--- config.mk ---
export PLATFORM = sky130hd
export DESIGN_NAME = ansi_escape_sequence_decoder
export DESIGN_NICKNAME = d
export VERILOG_FILES = /design/src/sv/aesd_pkg.sv /design/src/sv/aesd_cfg.sv /design/src/sv/aesd_parser.sv /design/src/sv/aesd_out.sv /design/src/sv/ansi_escape_sequence_decoder.sv
export SDC_FILE = /design/constraint.sdc
export NUM_CORES = 1
export LEC_CHECK = 0
export BUFFER_PORTS_ARGS = -buffer_cell sky130_fd_sc_hd__buf_2
export CORE_AREA = 5 5 157 159
export CTS_CLUSTER_DIAMETER = 100
export CTS_CLUSTER_SIZE = 16
export DETAILED_ROUTE_END_ITERATION = 16
export DIE_AREA = 0 0 162 164
export PLACE_DENSITY = 0.7
export SYNTH_ARGS = -nofsm -noshare
export SYNTH_HDL_FRONTEND = slang
export SYNTH_SLANG_ARGS = --single-unit
--- constraint.sdc ---
create_clock -name clk -period 4.98 [get_ports clk]
set_clock_uncertainty 0.2 [all_clocks]
set_input_delay 0.996 -clock clk [delete_from_list [all_inputs] [get_ports clk]]
set_output_delay 0.996 -clock clk [all_outputs]
set_load 0.03 [all_outputs]
--- src/sv/aesd_pkg.sv ---
`timescale 1ns / 1ps
`default_nettype none

package aesd_pkg;

  // Largest number of parameter slots counted in one control sequence
  localparam int MAX_PARAMS_DEF = 16;

  // Field widths
  localparam int BYTE_W  = 8;
  localparam int PARAM_W = 16;
  localparam int DELTA_W = 17;
  localparam int CFG_W   = 8;

  // Stream word widths: tdata padded to whole bytes
  localparam int OUT_BITS   = 2 * DELTA_W + 3 * PARAM_W + BYTE_W;
  localparam int OUT_DATA_W = ((OUT_BITS + 7) / 8) * 8;

  // Register offsets (byte addresses)
  localparam int          PADDR_W        = 3;
  localparam logic [PADDR_W-1:0] REG_CMD_ENABLE = 3'd0;
  localparam logic [CFG_W-1:0]   CMD_ENABLE_RST = 8'hFF;

  // Terminal command codes
  typedef enum logic [2:0] {
    CMD_CHAR       = 3'd0,
    CMD_MOVE       = 3'd1,
    CMD_SET_POS    = 3'd2,
    CMD_SCROLL_UP  = 3'd3,
    CMD_SCROLL_DN  = 3'd4,
    CMD_RENDITION  = 3'd5,
    CMD_CLEAR      = 3'd6,
    CMD_NEXT_LINE  = 3'd7
  } cmd_t;

  // Parser phases
  typedef enum logic [1:0] {
    PH_GROUND = 2'd0,
    PH_ESC    = 2'd1,
    PH_CSI    = 2'd2
  } phase_t;

  // One decoded result word
  typedef struct packed {
    cmd_t                      command;
    logic signed [DELTA_W-1:0] delta_x;
    logic signed [DELTA_W-1:0] delta_y;
    logic [PARAM_W-1:0]        row;
    logic [PARAM_W-1:0]        column;
    logic [PARAM_W-1:0]        amount;
    logic [BYTE_W-1:0]         character;
  } result_t;

endpackage

`default_nettype wire

--- src/sv/aesd_cfg.sv ---
`timescale 1ns / 1ps
`default_nettype none

module aesd_cfg
  import aesd_pkg::*;
(
  input  wire logic               clk,
  input  wire logic               rst,
  input  wire logic               psel,
  input  wire logic               penable,
  input  wire logic               pwrite,
  input  wire logic [PADDR_W-1:0] paddr,
  input  wire logic [31:0]        pwdata,
  output logic      [31:0]        prdata,
  output logic                    pready,
  output logic      [CFG_W-1:0]   cmd_enable
);

  logic wr_hit;

  assign pready = 1'b1;
  assign wr_hit = psel && penable && pwrite && (paddr == REG_CMD_ENABLE);

  // Write the enable mask in the access cycle
  always_ff @(posedge clk) begin
    if (rst) begin
      cmd_enable <= CMD_ENABLE_RST;
    end else if (wr_hit) begin
      cmd_enable <= pwdata[CFG_W-1:0];
    end
  end

  // Read back the mask, zero elsewhere
  always_comb begin
    prdata = '0;
    if (paddr == REG_CMD_ENABLE) begin
      prdata = {{(32-CFG_W){1'b0}}, cmd_enable};
    end
  end

endmodule

`default_nettype wire

--- src/sv/aesd_parser.sv ---
`timescale 1ns / 1ps
`default_nettype none

module aesd_parser
  import aesd_pkg::*;
#(
  parameter int MAX_PARAMS = MAX_PARAMS_DEF
) (
  input  wire logic              clk,
  input  wire logic              rst,
  input  wire logic              advance,
  input  wire logic [BYTE_W-1:0] byte_in,
  input  wire logic [CFG_W-1:0]  cmd_enable,
  output result_t                res,
  output logic                   res_hit
);

  localparam int SLOT_W = $clog2(MAX_PARAMS + 1);
  localparam logic [SLOT_W-1:0] SLOT_LAST = SLOT_W'(MAX_PARAMS);
  localparam logic [SLOT_W-1:0] SLOT_ONE  = SLOT_W'(1);

  localparam logic [BYTE_W-1:0] CH_ESC  = 8'h1B;
  localparam logic [BYTE_W-1:0] CH_CSI  = 8'h5B;
  localparam logic [BYTE_W-1:0] CH_SEMI = 8'h3B;
  localparam logic [BYTE_W-1:0] CH_0    = 8'h30;
  localparam logic [BYTE_W-1:0] CH_9    = 8'h39;
  localparam logic [BYTE_W-1:0] CH_UA   = 8'h41;
  localparam logic [BYTE_W-1:0] CH_UB   = 8'h42;
  localparam logic [BYTE_W-1:0] CH_UC   = 8'h43;
  localparam logic [BYTE_W-1:0] CH_UD   = 8'h44;
  localparam logic [BYTE_W-1:0] CH_UE   = 8'h45;
  localparam logic [BYTE_W-1:0] CH_UH   = 8'h48;
  localparam logic [BYTE_W-1:0] CH_UJ   = 8'h4A;
  localparam logic [BYTE_W-1:0] CH_US   = 8'h53;
  localparam logic [BYTE_W-1:0] CH_UT   = 8'h54;
  localparam logic [BYTE_W-1:0] CH_LF   = 8'h66;
  localparam logic [BYTE_W-1:0] CH_LM   = 8'h6D;

  localparam logic [PARAM_W-1:0] PARAM_SAT = '1;

  phase_t             phase, phase_next;
  logic [PARAM_W-1:0] first_param, first_param_next;
  logic [PARAM_W-1:0] second_param, second_param_next;
  logic [SLOT_W-1:0]  param_slot, param_slot_next;

  logic               dec_char;
  logic [3:0]         digit;
  logic [PARAM_W-1:0] acc_in;
  logic [PARAM_W-1:0] acc_out;
  logic [PARAM_W+4:0] acc_wide;
  logic [DELTA_W-1:0] p0_ext;
  logic [DELTA_W-1:0] p0_neg;
  logic               hit;

  assign dec_char = (byte_in >= CH_0) && (byte_in <= CH_9);
  assign digit    = 4'(byte_in - CH_0);

  // Decimal accumulate with saturation: v*10 + d
  assign acc_in   = (param_slot == '0) ? first_param : second_param;
  assign acc_wide = ({5'd0, acc_in} << 3) + ({5'd0, acc_in} << 1) + {{(PARAM_W+1){1'b0}}, digit};
  assign acc_out  = (acc_wide > {5'd0, PARAM_SAT}) ? PARAM_SAT : acc_wide[PARAM_W-1:0];

  assign p0_ext = {1'b0, first_param};
  assign p0_neg = '0 - p0_ext;

  // Next state and decoded result for the current byte
  always_comb begin
    phase_next        = phase;
    first_param_next  = first_param;
    second_param_next = second_param;
    param_slot_next   = param_slot;
    hit               = 1'b0;
    res               = '0;
    res.command       = CMD_CHAR;

    case (phase)
      PH_ESC: begin
        if (byte_in == CH_CSI) begin
          phase_next        = PH_CSI;
          first_param_next  = '0;
          second_param_next = '0;
          param_slot_next   = '0;
        end else if (byte_in != CH_ESC) begin
          phase_next = PH_GROUND;
          hit        = 1'b1;
          if (byte_in == CH_UE) begin
            res.command = CMD_NEXT_LINE;
          end else begin
            res.character = byte_in;
          end
        end
      end
      PH_CSI: begin
        if (param_slot < SLOT_LAST && byte_in == CH_SEMI) begin
          param_slot_next = param_slot + SLOT_ONE;
        end else if (param_slot < SLOT_LAST && dec_char) begin
          if (param_slot == '0) begin
            first_param_next = acc_out;
          end else if (param_slot == SLOT_ONE) begin
            second_param_next = acc_out;
          end
        end else begin
          // Final byte: pick the command
          phase_next = PH_GROUND;
          case (byte_in)
            CH_UA: begin
              hit = 1'b1; res.command = CMD_MOVE; res.delta_y = p0_neg;
            end
            CH_UB: begin
              hit = 1'b1; res.command = CMD_MOVE; res.delta_y = p0_ext;
            end
            CH_UC: begin
              hit = 1'b1; res.command = CMD_MOVE; res.delta_x = p0_ext;
            end
            CH_UD: begin
              hit = 1'b1; res.command = CMD_MOVE; res.delta_x = p0_neg;
            end
            CH_UH, CH_LF: begin
              hit = 1'b1; res.command = CMD_SET_POS;
              res.row = first_param; res.column = second_param;
            end
            CH_US: begin
              hit = 1'b1; res.command = CMD_SCROLL_UP; res.amount = first_param;
            end
            CH_UT: begin
              hit = 1'b1; res.command = CMD_SCROLL_DN; res.amount = first_param;
            end
            CH_LM: begin
              hit = 1'b1; res.command = CMD_RENDITION; res.amount = first_param;
            end
            CH_UJ: begin
              hit = (first_param == PARAM_W'(2)); res.command = CMD_CLEAR;
            end
            default: begin
              hit = 1'b0;
            end
          endcase
        end
      end
      default: begin
        phase_next = PH_GROUND;
        if (byte_in == CH_ESC) begin
          phase_next = PH_ESC;
        end else begin
          hit           = 1'b1;
          res.character = byte_in;
        end
      end
    endcase
  end

  // Drop results whose command is masked off
  assign res_hit = hit && cmd_enable[res.command];

  // Advance parser state once per byte
  always_ff @(posedge clk) begin
    if (rst) begin
      phase        <= PH_GROUND;
      first_param  <= '0;
      second_param <= '0;
      param_slot   <= '0;
    end else if (advance) begin
      phase        <= phase_next;
      first_param  <= first_param_next;
      second_param <= second_param_next;
      param_slot   <= param_slot_next;
    end
  end

endmodule

`default_nettype wire

--- src/sv/aesd_out.sv ---
`timescale 1ns / 1ps
`default_nettype none

module aesd_out
  import aesd_pkg::*;
(
  input  wire logic                  clk,
  input  wire logic                  rst,
  input  wire logic                  load,
  input  wire logic                  load_hit,
  input  wire result_t               load_res,
  output logic                       can_take,
  output logic                       m_tvalid,
  input  wire logic                  m_tready,
  output logic      [OUT_DATA_W-1:0] m_tdata,
  output logic      [2:0]            m_tuser
);

  result_t held;

  assign can_take = !m_tvalid || m_tready;

  // Hold the result word until the sink takes it
  always_ff @(posedge clk) begin
    if (rst) begin
      m_tvalid <= 1'b0;
    end else if (load) begin
      m_tvalid <= load_hit;
    end else if (m_tready) begin
      m_tvalid <= 1'b0;
    end
  end

  always_ff @(posedge clk) begin
    if (load && load_hit) begin
      held <= load_res;
    end
  end

  assign m_tuser = held.command;
  assign m_tdata = {{(OUT_DATA_W-OUT_BITS){1'b0}},
                    held.character, held.amount, held.column, held.row,
                    held.delta_y, held.delta_x};

endmodule

`default_nettype wire

--- src/sv/ansi_escape_sequence_decoder.sv ---
`timescale 1ns / 1ps
`default_nettype none

// Escape sequence decoder for a terminal byte stream. One byte is taken per
// clock while the output does not stall, and each byte yields at most one
// command word on the master side (tuser = command code, tdata = move deltas,
// position, amount, character). A byte passes an input register and then the
// parser, whose phase and parameter registers update as the byte advances
// into the output register that holds the command word until the sink takes
// it. Bytes that close no command (ESC, '[', digits, ';', unknown finals,
// masked commands) give no word. The command_enable register at byte
// address 0 masks command codes.
module ansi_escape_sequence_decoder
  import aesd_pkg::*;
#(
  parameter int MAX_PARAMS = MAX_PARAMS_DEF
) (
  input  wire logic                  clk,
  input  wire logic                  rst,
  // tdata: byte_in[7:0]
  input  wire logic                  s_tvalid,
  output logic                       s_tready,
  input  wire logic [BYTE_W-1:0]     s_tdata,
  // tdata: delta_x[16:0], delta_y[33:17], row[49:34], column[65:50],
  //        amount[81:66], character[89:82], zero fill
  // tuser: command[2:0]
  output logic                       m_tvalid,
  input  wire logic                  m_tready,
  output logic      [OUT_DATA_W-1:0] m_tdata,
  output logic      [2:0]            m_tuser,
  input  wire logic                  psel,
  input  wire logic                  penable,
  input  wire logic                  pwrite,
  input  wire logic [PADDR_W-1:0]    paddr,
  input  wire logic [31:0]           pwdata,
  output logic      [31:0]           prdata,
  output logic                       pready
);

  logic              in_vld;
  logic [BYTE_W-1:0] in_byte;
  logic              advance;
  logic              can_take;
  logic [CFG_W-1:0]  cmd_enable;
  result_t           res;
  logic              res_hit;

  assign advance  = in_vld && can_take;
  assign s_tready = !in_vld || advance;

  // Input register: hold one byte until the parser advances
  always_ff @(posedge clk) begin
    if (rst) begin
      in_vld <= 1'b0;
    end else if (s_tready) begin
      in_vld <= s_tvalid;
    end
  end

  always_ff @(posedge clk) begin
    if (s_tready && s_tvalid) begin
      in_byte <= s_tdata;
    end
  end

  aesd_cfg u_cfg (
    .clk        (clk),
    .rst        (rst),
    .psel       (psel),
    .penable    (penable),
    .pwrite     (pwrite),
    .paddr      (paddr),
    .pwdata     (pwdata),
    .prdata     (prdata),
    .pready     (pready),
    .cmd_enable (cmd_enable)
  );

  aesd_parser #(
    .MAX_PARAMS (MAX_PARAMS)
  ) u_parser (
    .clk        (clk),
    .rst        (rst),
    .advance    (advance),
    .byte_in    (in_byte),
    .cmd_enable (cmd_enable),
    .res        (res),
    .res_hit    (res_hit)
  );

  aesd_out u_out (
    .clk      (clk),
    .rst      (rst),
    .load     (advance),
    .load_hit (res_hit),
    .load_res (res),
    .can_take (can_take),
    .m_tvalid (m_tvalid),
    .m_tready (m_tready),
    .m_tdata  (m_tdata),
    .m_tuser  (m_tuser)
  );

endmodule

`default_nettype wire

Word level (Yosys, flattened, before mapping)

Index checks and enable logic that the tools add are counted.

Bits in read-only memories: 0
Word-level logic and storage cells: 134
Input bits: 50
Memories: 0
Bits in latches: 0
Memory bits (writable): 0
Register bits: 150
Output and inout bits: 134

Reductions and logical operators: 29
Add/subtract/negate cells: 5
Bitwise logic cells: 3
$mul: 0
Div/mod/pow operators: 0
$lt $le $gt $ge: 5
Muxes and demuxes: 49
Shifts and indexed selects: 0
Equality and inequality tests: 28

Operators by type and width:

| cell                                                                              | count |
|---|---|
| 16-bit two-way mux                                                                | 11 |
| 85-bit two-way mux                                                                | 2 |
| 8-bit by 7-bit == test with 1-bit output, second input constant                   | 12 |
| 17-bit case mux with 2 select lines                                               | 2 |
| 16-bit case mux with 2 select lines                                               | 2 |
| 8-bit two-way mux                                                                 | 5 |
| 32-bit two-way mux                                                                | 1 |
| 21-bit by 4-bit adder with 21-bit output                                          | 1 |
| 21-bit by 16-bit greater-than comparator with 1-bit output, second input constant | 1 |
| 19-bit by 17-bit adder with 20-bit output                                         | 1 |
| 3-bit case mux with 6 select lines                                                | 1 |
| 1-bit by 16-bit subtractor with 17-bit output, first input constant               | 1 |
| 16-bit by 2-bit == test with 1-bit output, second input constant                  | 1 |
| 8-bit case mux with 2 select lines                                                | 1 |
| 4-bit OR reduction                                                                | 3 |
| 1-bit logical AND                                                                 | 10 |
| 5-bit two-way mux                                                                 | 2 |
| 2-bit by 1-bit inequality test with 1-bit output, second input constant           | 5 |
| 5-bit case mux with 2 select lines                                                | 1 |
| 1-bit two-way mux                                                                 | 9 |
| 3-bit two-way mux                                                                 | 3 |
| 9-bit OR reduction                                                                | 1 |
| 8-bit by 5-bit == test with 1-bit output, second input constant                   | 1 |
| 8-bit by 6-bit == test with 1-bit output, second input constant                   | 1 |
| 28 further kinds                                                                  | 41 |

Depth between registers and ports, before layout

Gate-level depths: netlist of the first run.

Word-level depth: 11
Mapped depth: 23
Mapped depth without buffers: 17

By module

From an unflattened synthesis of the first run, not the netlist that was laid out.

Cells, all modules: 881
Area total of the unflattened synthesis: 8,524.4 um^2

Modules (own cells, without submodules):

| module                       | seq. area each (um^2) | instances | area an instance (um^2) | cells each |
|---|---|---|---|---|
| aesd_parser                  | 780.7                 | 1         | 4,734.5                 | 687 |
| aesd_out                     | 2,812.7               | 1         | 2,901.5                 | 105 |
| aesd_cfg                     | 160.2                 | 1         | 585.6                   | 75 |
| ansi_escape_sequence_decoder | 260.2                 | 1         | 302.8                   | 14 |

Worst setup path before layout of the first run

No wires, ideal clock.

Path kind: register to register
From: register u_parser.param_slot[0]
To: register u_parser.second_param[10]
Data required time: 4.637 ns
Arrival time: 5.021 ns
Period minus slack after synthesis: 5.364 ns
Path buffers: 6
Stages on the path, launching flop included: 24
Setup time: 0.143 ns
Setup slack: -0.384 ns
Path through: dfxtp_1 -> inv_1 -> ha_1 -> or4b_1 -> buf_2 -> clkbuf_1 -> clkbuf_1 -> clkbuf_1 -> nand2_1 -> nand2_1 -> ha_1 -> inv_1 -> fa_1 -> clkbuf_1 -> or2_2 -> o2bb2a_1 -> o211ai_1 -> nand2_1 -> nor3_1 -> nand3_1 -> or3_4 -> o21ai_2 -> buf_6 -> a41oi_1

Word-level cells in the longest chain between the ends: 11
Elaborated cells on any way between the ends: 20
Classes of those cells: add/sub: 2; order compare: 2; eq/ne: 5; mux: 7; reduce/logical: 4

Ends and longest elaborated chain:

| element                                                    | line                                 | text |
|---|---|---|
| start, declared                                            | aesd_parser.sv:44                    | `logic [SLOT_W-1:0] param_slot, param_slot_next;` |
| start signal, assigned                                     | aesd_parser.sv:166                   | `param_slot <= param_slot_next;` |
| 5-bit logical NOT                                          | aesd_parser.sv:59, aesd_parser.sv:97 |  |
| 16-bit two-way mux                                         | aesd_parser.sv:59                    | `assign acc_in = (param_slot == '0) ? first_param : second_param;` |
| 19-bit by 17-bit adder with 20-bit output                  | aesd_parser.sv:60                    | `assign acc_wide = ({5'd0, acc_in} << 3) + ({5'd0, acc_in} << 1) + {{(PARAM_W+1){1'b0}}, digit};` |
| 21-bit by 4-bit adder with 21-bit output                   | aesd_parser.sv:60                    |  |
| 21-bit by 16-bit greater-than comparator with 1-bit output | aesd_parser.sv:61                    | `assign acc_out = (acc_wide > {5'd0, PARAM_SAT}) ? PARAM_SAT : acc_wide[PARAM_W-1:0];` |
| 16-bit two-way mux                                         | aesd_parser.sv:61                    |  |
| 16-bit two-way mux                                         | aesd_parser.sv:99                    | `end else if (param_slot == SLOT_ONE) begin` |
| 16-bit two-way mux                                         | aesd_parser.sv:97                    | `if (param_slot == '0) begin` |
| 16-bit two-way mux                                         | aesd_parser.sv:96                    | `end else if (param_slot < SLOT_LAST && dec_char) begin` |
| 16-bit two-way mux                                         | aesd_parser.sv:94                    | `if (param_slot < SLOT_LAST && byte_in == CH_SEMI) begin` |
| 16-bit case mux with 2 select lines                        | aesd_parser.sv:76                    | `case (phase)` |
| end signal, assigned                                       | aesd_parser.sv:165                   | `second_param <= second_param_next;` |
| end, declared                                              | aesd_parser.sv:43                    | `logic [PARAM_W-1:0] second_param, second_param_next;` |

Parallel ways exist; a longest one is shown, timed or not. The select of a mux whose other input is x is not followed.
A chain may end at the register's enable or synchronous reset.

Final worst setup path of the first run

From: register u_parser.param_slot[0]
To: register u_parser.second_param[12]

Same word-level chain as after synthesis.

==> flow_summary.json, run 1 <==
{
  "status": "complete, no violations",
  "timing.hold.ws_ns": 0.292,
  "grt_overflow": 0,
  "clock_latency_ns": 0.42,
  "finalWeightedCongestion": 0.884,
  "die_height_um": 164,
  "htree_levels": 4,
  "drt.antenna.violating_nets": 0,
  "cp-end-kind": "flop",
  "antenna_found_initial": 0,
  "dr.pass1.iters": 5,
  "crit_start": "u_parser.param_slot[0]",
  "crit_required_ns": 5.04,
  "fmax_mhz": 213,
  "layout.cells.most_common_list": "nand2_1 (131), buf_2 (128), edfxtp_1 (101)",
  "grt_pass1_wl_um": 37200,
  "drc_errors": 0,
  "min_path_type": "reg2reg",
  "start_util_pct": 39.3,
  "clkTransAtPathRegs_ns": 0.07,
  "synth-edff-count": 101,
  "finalCritPeriodShare_pct": 94.3,
  "maxCapViolations": 0,
  "grt_pass1_vias": 7104,
  "rr_startpoint": "u_parser.param_slot[0]",
  "worstPathArrival_ns": 4.76,
  "drv_slew": 0,
  "drt_iter0_drc": 614,
  "yosys_warnings": 0,
  "final_layout_size_suffix_gt1_share_pct": 21.3,
  "ir_drop_uv": 219,
  "min_from": "u_parser.param_slot[1]",
  "fp.dieArea_mm2": 0.0266,
  "grt_max_degree": 83,
  "core_mm2": 0.0231,
  "leakage_nw": 4.16,
  "ys_ff_latch": 150,
  "hold_viol": 0,
  "viasPerCell": 5.55,
  "utilization_pct": 45.9,
  "setup.worst_path.start_class": "flop",
  "hpwl_um": 17100,
  "seq_area_frac_synth_pct": 44.2,
  "diodes": 0,
  "setup_viol": 0,
  "crit_type": "reg2reg",
  "cp_max_fo": 7,
  "grt_use_total_pct": 17.2,
  "async_reset_ff_share_pct": 0,
  "area_growth_pct": 16.8,
  "synth_area_mm2": 0.00908,
  "boundaryPins": 184,
  "clock_path_buffers": 2,
  "p_per_area_mw_per_mm2": 270,
  "synth_area_per_cell_um2": 9.31,
  "fp-row-count": 56,
  "syn-instance-count": 976,
  "tightest_slew_ns": 1.30,
  "cts_buffers": 17,
  "cts_hold_buf": 0,
  "avgRoutedWirePerCell_um": 17.1,
  "synth.distinct_cells": 82,
  "ctsRootBufferMaster": "clkbuf_16",
  "cts_tree": "built",
  "wl_um": 23600,
  "synthFlopType": "edfxtp_1",
  "finalNetCount": 1151,
  "maxSlewHeadroom_pct": 13.4,
  "dr_total_vias": 7668,
  "cts_sinks": 150,
  "port_buffers": 128,
  "fp.dieW_um": 162,
  "min_period_ns": 4.70,
  "mostFrequentLayoutCell": "nand2_1"
}
==> state kept, by name (all words and copies together), names as in the netlist <==
name / flops
u_out.m_tdata: 90
u_parser.first_param: 16
u_parser.second_param: 16
in_byte: 8
u_cfg.cmd_enable: 8
u_parser.param_slot: 5
u_out.m_tuser: 3
u_parser.phase: 2
in_vld: 1
u_out.m_tvalid: 1
==> report_power, final <==
group / switching [mW] / total, mW / internal (mW)
Sequential: 0.0221 / 1.39 / 1.37
Combinational: 0.170 / 0.220 / 0.0497
Clock: 0.549 / 1.25 / 0.699
==> synth_stat cells, types with 6 or more instances <==
cell      count  area, um2
nand2b_1      8       50.1
o211ai_1     11       82.6
nor4_1       10       62.6
edfxtp_1    101       3030
buf_4        33        248
nor3_1       44        220
inv_1        18       67.6
nand3_1      23        115
o21a_1        8       60.1
or2_2         6       37.5
a21oi_1      42        210
nor2b_1       9       56.3
a21o_1       12       90.1
dfxtp_1      49        981
a22oi_1       6       45.0
nand4_1       9       56.3
nand2_1     131        492
nor2_1       62        233
ha_1         21        263
xor2_1       12        105
o31ai_1      18        135
clkbuf_1     65        244
and2_1       62        388
mux2i_1      17        170
xnor2_1      20        175
a22o_1       11       96.3
o21ai_0      42        210
a31oi_1       7       43.8
or3_1         8       50.1
==> critical path: stages, from the launching register on <==
cell,delay [ns]
dfxtp_1,0.36
inv_1,0.07
ha_1,0.17
or4b_4,0.51
buf_4,0.18
a21o_1,0.21
ha_1,0.29
a21o_1,0.22
maj3_1,0.37
mux2i_2,0.26
mux2i_2,0.31
xor2_1,0.24
nand3_2,0.21
or3_4,0.47
o21ai_4,0.21
buf_4,0.18
a221oi_2,0.07
==> cells by family (layout without fill, tap and decap cells) <==
logic type      count (synthesis)  in the layout  synth area share (%)
other cells                     2             31                0.0827
xor+xnor                       32             32                  3.09
fa+ha+maj                      27             27                  3.77
buf+inv                       121            207                  6.46
simple gates                  408            408                  22.7
compound gates                218            218                  17.6
mux                            18             18                  2.04
flops                         150            150                  44.2
==> final cells by class <==
class                           instances  area [um2]
Fill cell                            2180       12500
Timing Repair Buffer                  157         896
Clock inverter                         15         141
Tap cell                              290         363
Inverter                               18        67.6
Sequential cell                       150        4010
Multi-Input combinational cell        734        4700
Clock buffer                           17         425
==> path summary, 6_finish.rpt <==
| check | end | depth (start not counted) | slack [ns] |
|---|---|---|---|
| setup / recovery | u_parser.second_param[12] | 16 | 0.28 |
| hold / removal | u_parser.param_slot[1] | 2 | 0.29 |
| setup reg to reg | u_parser.second_param[12] | 16 | 0.28 |
| hold reg to reg | u_parser.param_slot[1] | 2 | 0.29 |
==> per-layer routing <==
layer / wire length (um) / part of all wire [%] / global-route usage, % / vias up
li1: - / - / - / 3704
met1: 10200 / 43 / 22.7 / 3647
met2: 11500 / 49 / 29.4 / 280
met3: 1480 / 6.3 / 3.06 / 37
met4: 416 / 1.8 / 4.46 / 0
met5: 0 / 0 / 0 / -
==> what timing repair did <==
item | in CTS | in global routing
buffers inserted | 0 | 3
endpoints found under the setup margin | 0 | 32
resized for setup | 0 | 12
endpoints found under the hold margin | 0 | 0
==> stage by stage <==
step / total power [mW] / area (um2) / worst slack, ns / cells / setup TNS [ns]
CTS: 2.87 / 10500 / 0.00794 / 1378 / 0
detailed placement: 1.64 / 9950 / 0.0400 / 1346 / 0
global route: 2.94 / 10600 / -0.00440 / 1381 / -0.00440
global placement: 1.64 / 9950 / 0.170 / 1346 / 0
floorplan: 1.59 / 9230 / 0.00307 / 1005 / 0
finish: 2.86 / 10600 / 0.283 / 1381 / 0
Note: power is estimated with default switching activity, not from simulation.
==> inputs of run 2 (changes only) <==
- CORE_AREA: 5 5 157 159 -> 5 5 144 146
- DIE_AREA: 0 0 162 164 -> 0 0 149 151
- PLACE_DENSITY: 0.7 -> 0.77
- SYNTH_HIERARCHICAL: default -> 1
==> run 2 against run 1 <==
Die area shrank 15%. Sequential power is essentially flat. Maximum frequency grew 8.3%. Global-route usage grew 0.89 points. Count of clock-buffer cells in the layout grew 4. Via count shrank 10%. Combinational power shrank 3%. Synthesized cell count shrank 9.7%. Critical path depth shrank 2. Sequential cell count is the same. Non-clock buffer count shrank 18. Critical endpoint is now u_parser/second_param[2].
==> flow_summary.json, run 2 <==
{
  "status": "complete, no violations",
  "post_cts_resized": 0,
  "whs_path_depth": 2,
  "area_growth_pct": 14.2,
  "cp_top_family": "compound AO/OA/AOI/OAI gates",
  "fp.dieW_um": 149,
  "path_cells": "nor3_1 -> and2_1 -> buf_4 -> mux2_2 -> ha_1 -> ha_1 -> o211ai_1 -> o211ai_1 -> a31oi_1 -> or3b_1 -> a41oi_1 -> o21ai_0 -> buf_4 -> o311ai_0",
  "drt_iter0_drc": 743,
  "async_reset_ff_share_pct": 0,
  "synth_top_family_by_area": "simple AND/OR/NAND/NOR gates",
  "ir_drop_uv": 178,
  "ctsRootBufferMaster": "clkbuf_16",
  "grt_max_degree": 83,
  "yosys-top-cells-area": "edfxtp_1 (36%), dfxtp_1 (12%), ha_1 (5.6%)",
  "drc_errors": 0,
  "seq_area_frac_synth_pct": 47.1,
  "drt.antenna.violating_nets": 0,
  "die_height_um": 151,
  "grt_overflow": 0,
  "setup.worst_path.start_class": "flop",
  "dr.max_layer_used": "met4",
  "min_path_type": "reg2reg",
  "reg2reg_depth": 14,
  "cp_max_fo": 17,
  "ys_ff_latch": 150,
  "grt_pass1_wl_um": 33000,
  "crit_type": "reg2reg",
  "cts_hold_buf": 0,
  "avgRoutedWirePerCell_um": 16.2,
  "grt_use_total_pct": 18.1,
  "crit_required_ns": 5.08,
  "clkTransAtPathRegs_ns": 0.06,
  "yosys.area.top_type": "edfxtp_1",
  "drv_slew": 0,
  "clock_path_buffers": 2,
  "hpwl_um": 14300,
  "viasPerCell": 5.48,
  "synth_compound_area_share_pct": 15.3,
  "cts_tree": "built",
  "dr_wl_met3_um": 1500,
  "crit_start": "u_parser/param_slot[2]",
  "min_period_ns": 4.34,
  "synthTopCellsByCount": "edfxtp_1 (101), o21ai_0 (83), nor2_1 (66), nand2_1 (64), and2_1 (52)",
  "final_layout_size_suffix_gt1_share_pct": 20.4,
  "fill_cells": 1744,
  "diodes": 0,
  "mostFrequentLayoutCell": "buf_2",
  "critical_path_depth": 14,
  "finalPower_mw": 2.82,
  "synth_mux_area_share_pct": 1.29,
  "cts_setup_buffers": 0,
  "p_per_area_mw_per_mm2": 290,
  "worstPathArrival_ns": 4.43,
  "grt_pass1_vias": 6491,
  "yosys_warnings": 6,
  "tightest_slew_ns": 0.990,
  "finalCritPeriodShare_pct": 87.1,
  "synth_area_per_cell_um2": 9.68,
  "dr.pass1.iters": 6,
  "fp.dieArea_mm2": 0.0225,
  "synthAdderAreaFrac_pct": 6.05,
  "maxSlewHeadroom_pct": 34.0,
  "crit_slowest_cell": "or3b_1",
  "fp-row-count": 51,
  "largest_reg_flops": 90,
  "cp-end-kind": "flop",
  "dr_total_vias": 6878,
  "wl_met1_um": 8700,
  "synthFlopType": "edfxtp_1",
  "syn-instance-count": 881,
  "max_stage_delay_ns": 0.41,
  "antenna_found_initial": 0,
  "leakage_nw": 3.94,
  "core_mm2": 0.0193,
  "wl_met2_um": 9830,
  "synth_area_mm2": 0.00852,
  "wl_um": 20300,
  "synthDominantCellAreaShare_pct": 35.6,
  "htree_levels": 4,
  "synth-simple-area-share_pct": 20.4,
  "synth-xor-area-share_pct": 1.75,
  "synth-edff-count": 101,
  "finalNetCount": 1066,
  "rsz0062_at_grt": "false",
  "seqCellArea_mm2": 0.00401,
  "finalWeightedCongestion": 0.901,
  "rr_startpoint": "u_parser/param_slot[2]",
  "port_buffers": 128,
  "cts_sinks": 150,
  "start_util_pct": 44.2,
  "multi_input_area_mm2": 0.00394,
  "setup_viol": 0,
  "clock_latency_ns": 0.42,
  "fmax_mhz": 231,
  "min_from": "u_parser/phase[0]",
  "yosysMostFrequentCell": "edfxtp_1",
  "setup_tns_ns": 0,
  "maxCapViolations": 0,
  "cts_buffers": 17,
  "layout.cells.most_common_list": "buf_2 (128), edfxtp_1 (101), o21ai_0 (83)",
  "crit_buf_inv": 2,
  "synth.distinct_cells": 79,
  "hold_viol": 0,
  "boundaryPins": 184
}
==> run 2: path summary, 6_finish.rpt <==
path	end	slack (ns)
worst min register to register	u_parser/phase[0]	0.28
worst max-delay path	u_parser/second_param[2]	0.64
worst max register to register	u_parser/second_param[2]	0.64
worst min-delay path	u_parser/phase[0]	0.28
==> run 2: metal layers <==
layer	vias up	global-route usage [%]
met4	0	5.49
met3	31	2.78
met2	294	31.0
li1	3295	-
met1	3258	23.8
met5	-	0
==> run 2: through the flow <==
stage	util (%)	std cells	worst slack (ns)	area, um2	hold WS, ns
finish	50.5	1254	0.644	9740	0.278
global route	50.5	1254	0.221	9740	0.302
CTS	50.5	1254	0.667	9740	0.278
detailed placement	47.6	1222	0.691	9180	0.267
global placement	47.6	1222	0.768	9180	0.260
floorplan	-	909	0.704	8630	0.233
==> run 2: worst min-delay path, delay by kind of cell, from the launching register on <==
family | cells | cell delay (ns)
simple gates | 1 | 0.06
flops | 1 | 0.33
compound gates | 1 | 0.05
==> run 2: logic make-up (layout without fill, tap and decap cells) <==
kind of cell / after synthesis / count (layout)
AO/OA/AOI/OAI: 212 / 212
multiplexers: 9 / 9
adder cells (fa/ha/maj): 40 / 40
XOR/XNOR: 17 / 17
other: 3 / 31
flip-flops: 150 / 150
buffers and inverters: 132 / 212
AND/OR/NAND/NOR: 318 / 318
==> run 2: where the power goes <==
group / switching, mW / internal (mW)
Clock: 0.508 / 0.714
Sequential: 0.0204 / 1.36
Combinational: 0.162 / 0.0517
Total: 0.690 / 2.13
==> run 2: area by class of cell <==
type                    count  area share, %
flip-flops and latches    150           41.2
well taps                 265           3.41
inverters                  41           1.58
clock inverters            11           1.02
repair buffers            139           7.56
multi-input cells         627           40.5
clock buffers              21           4.73
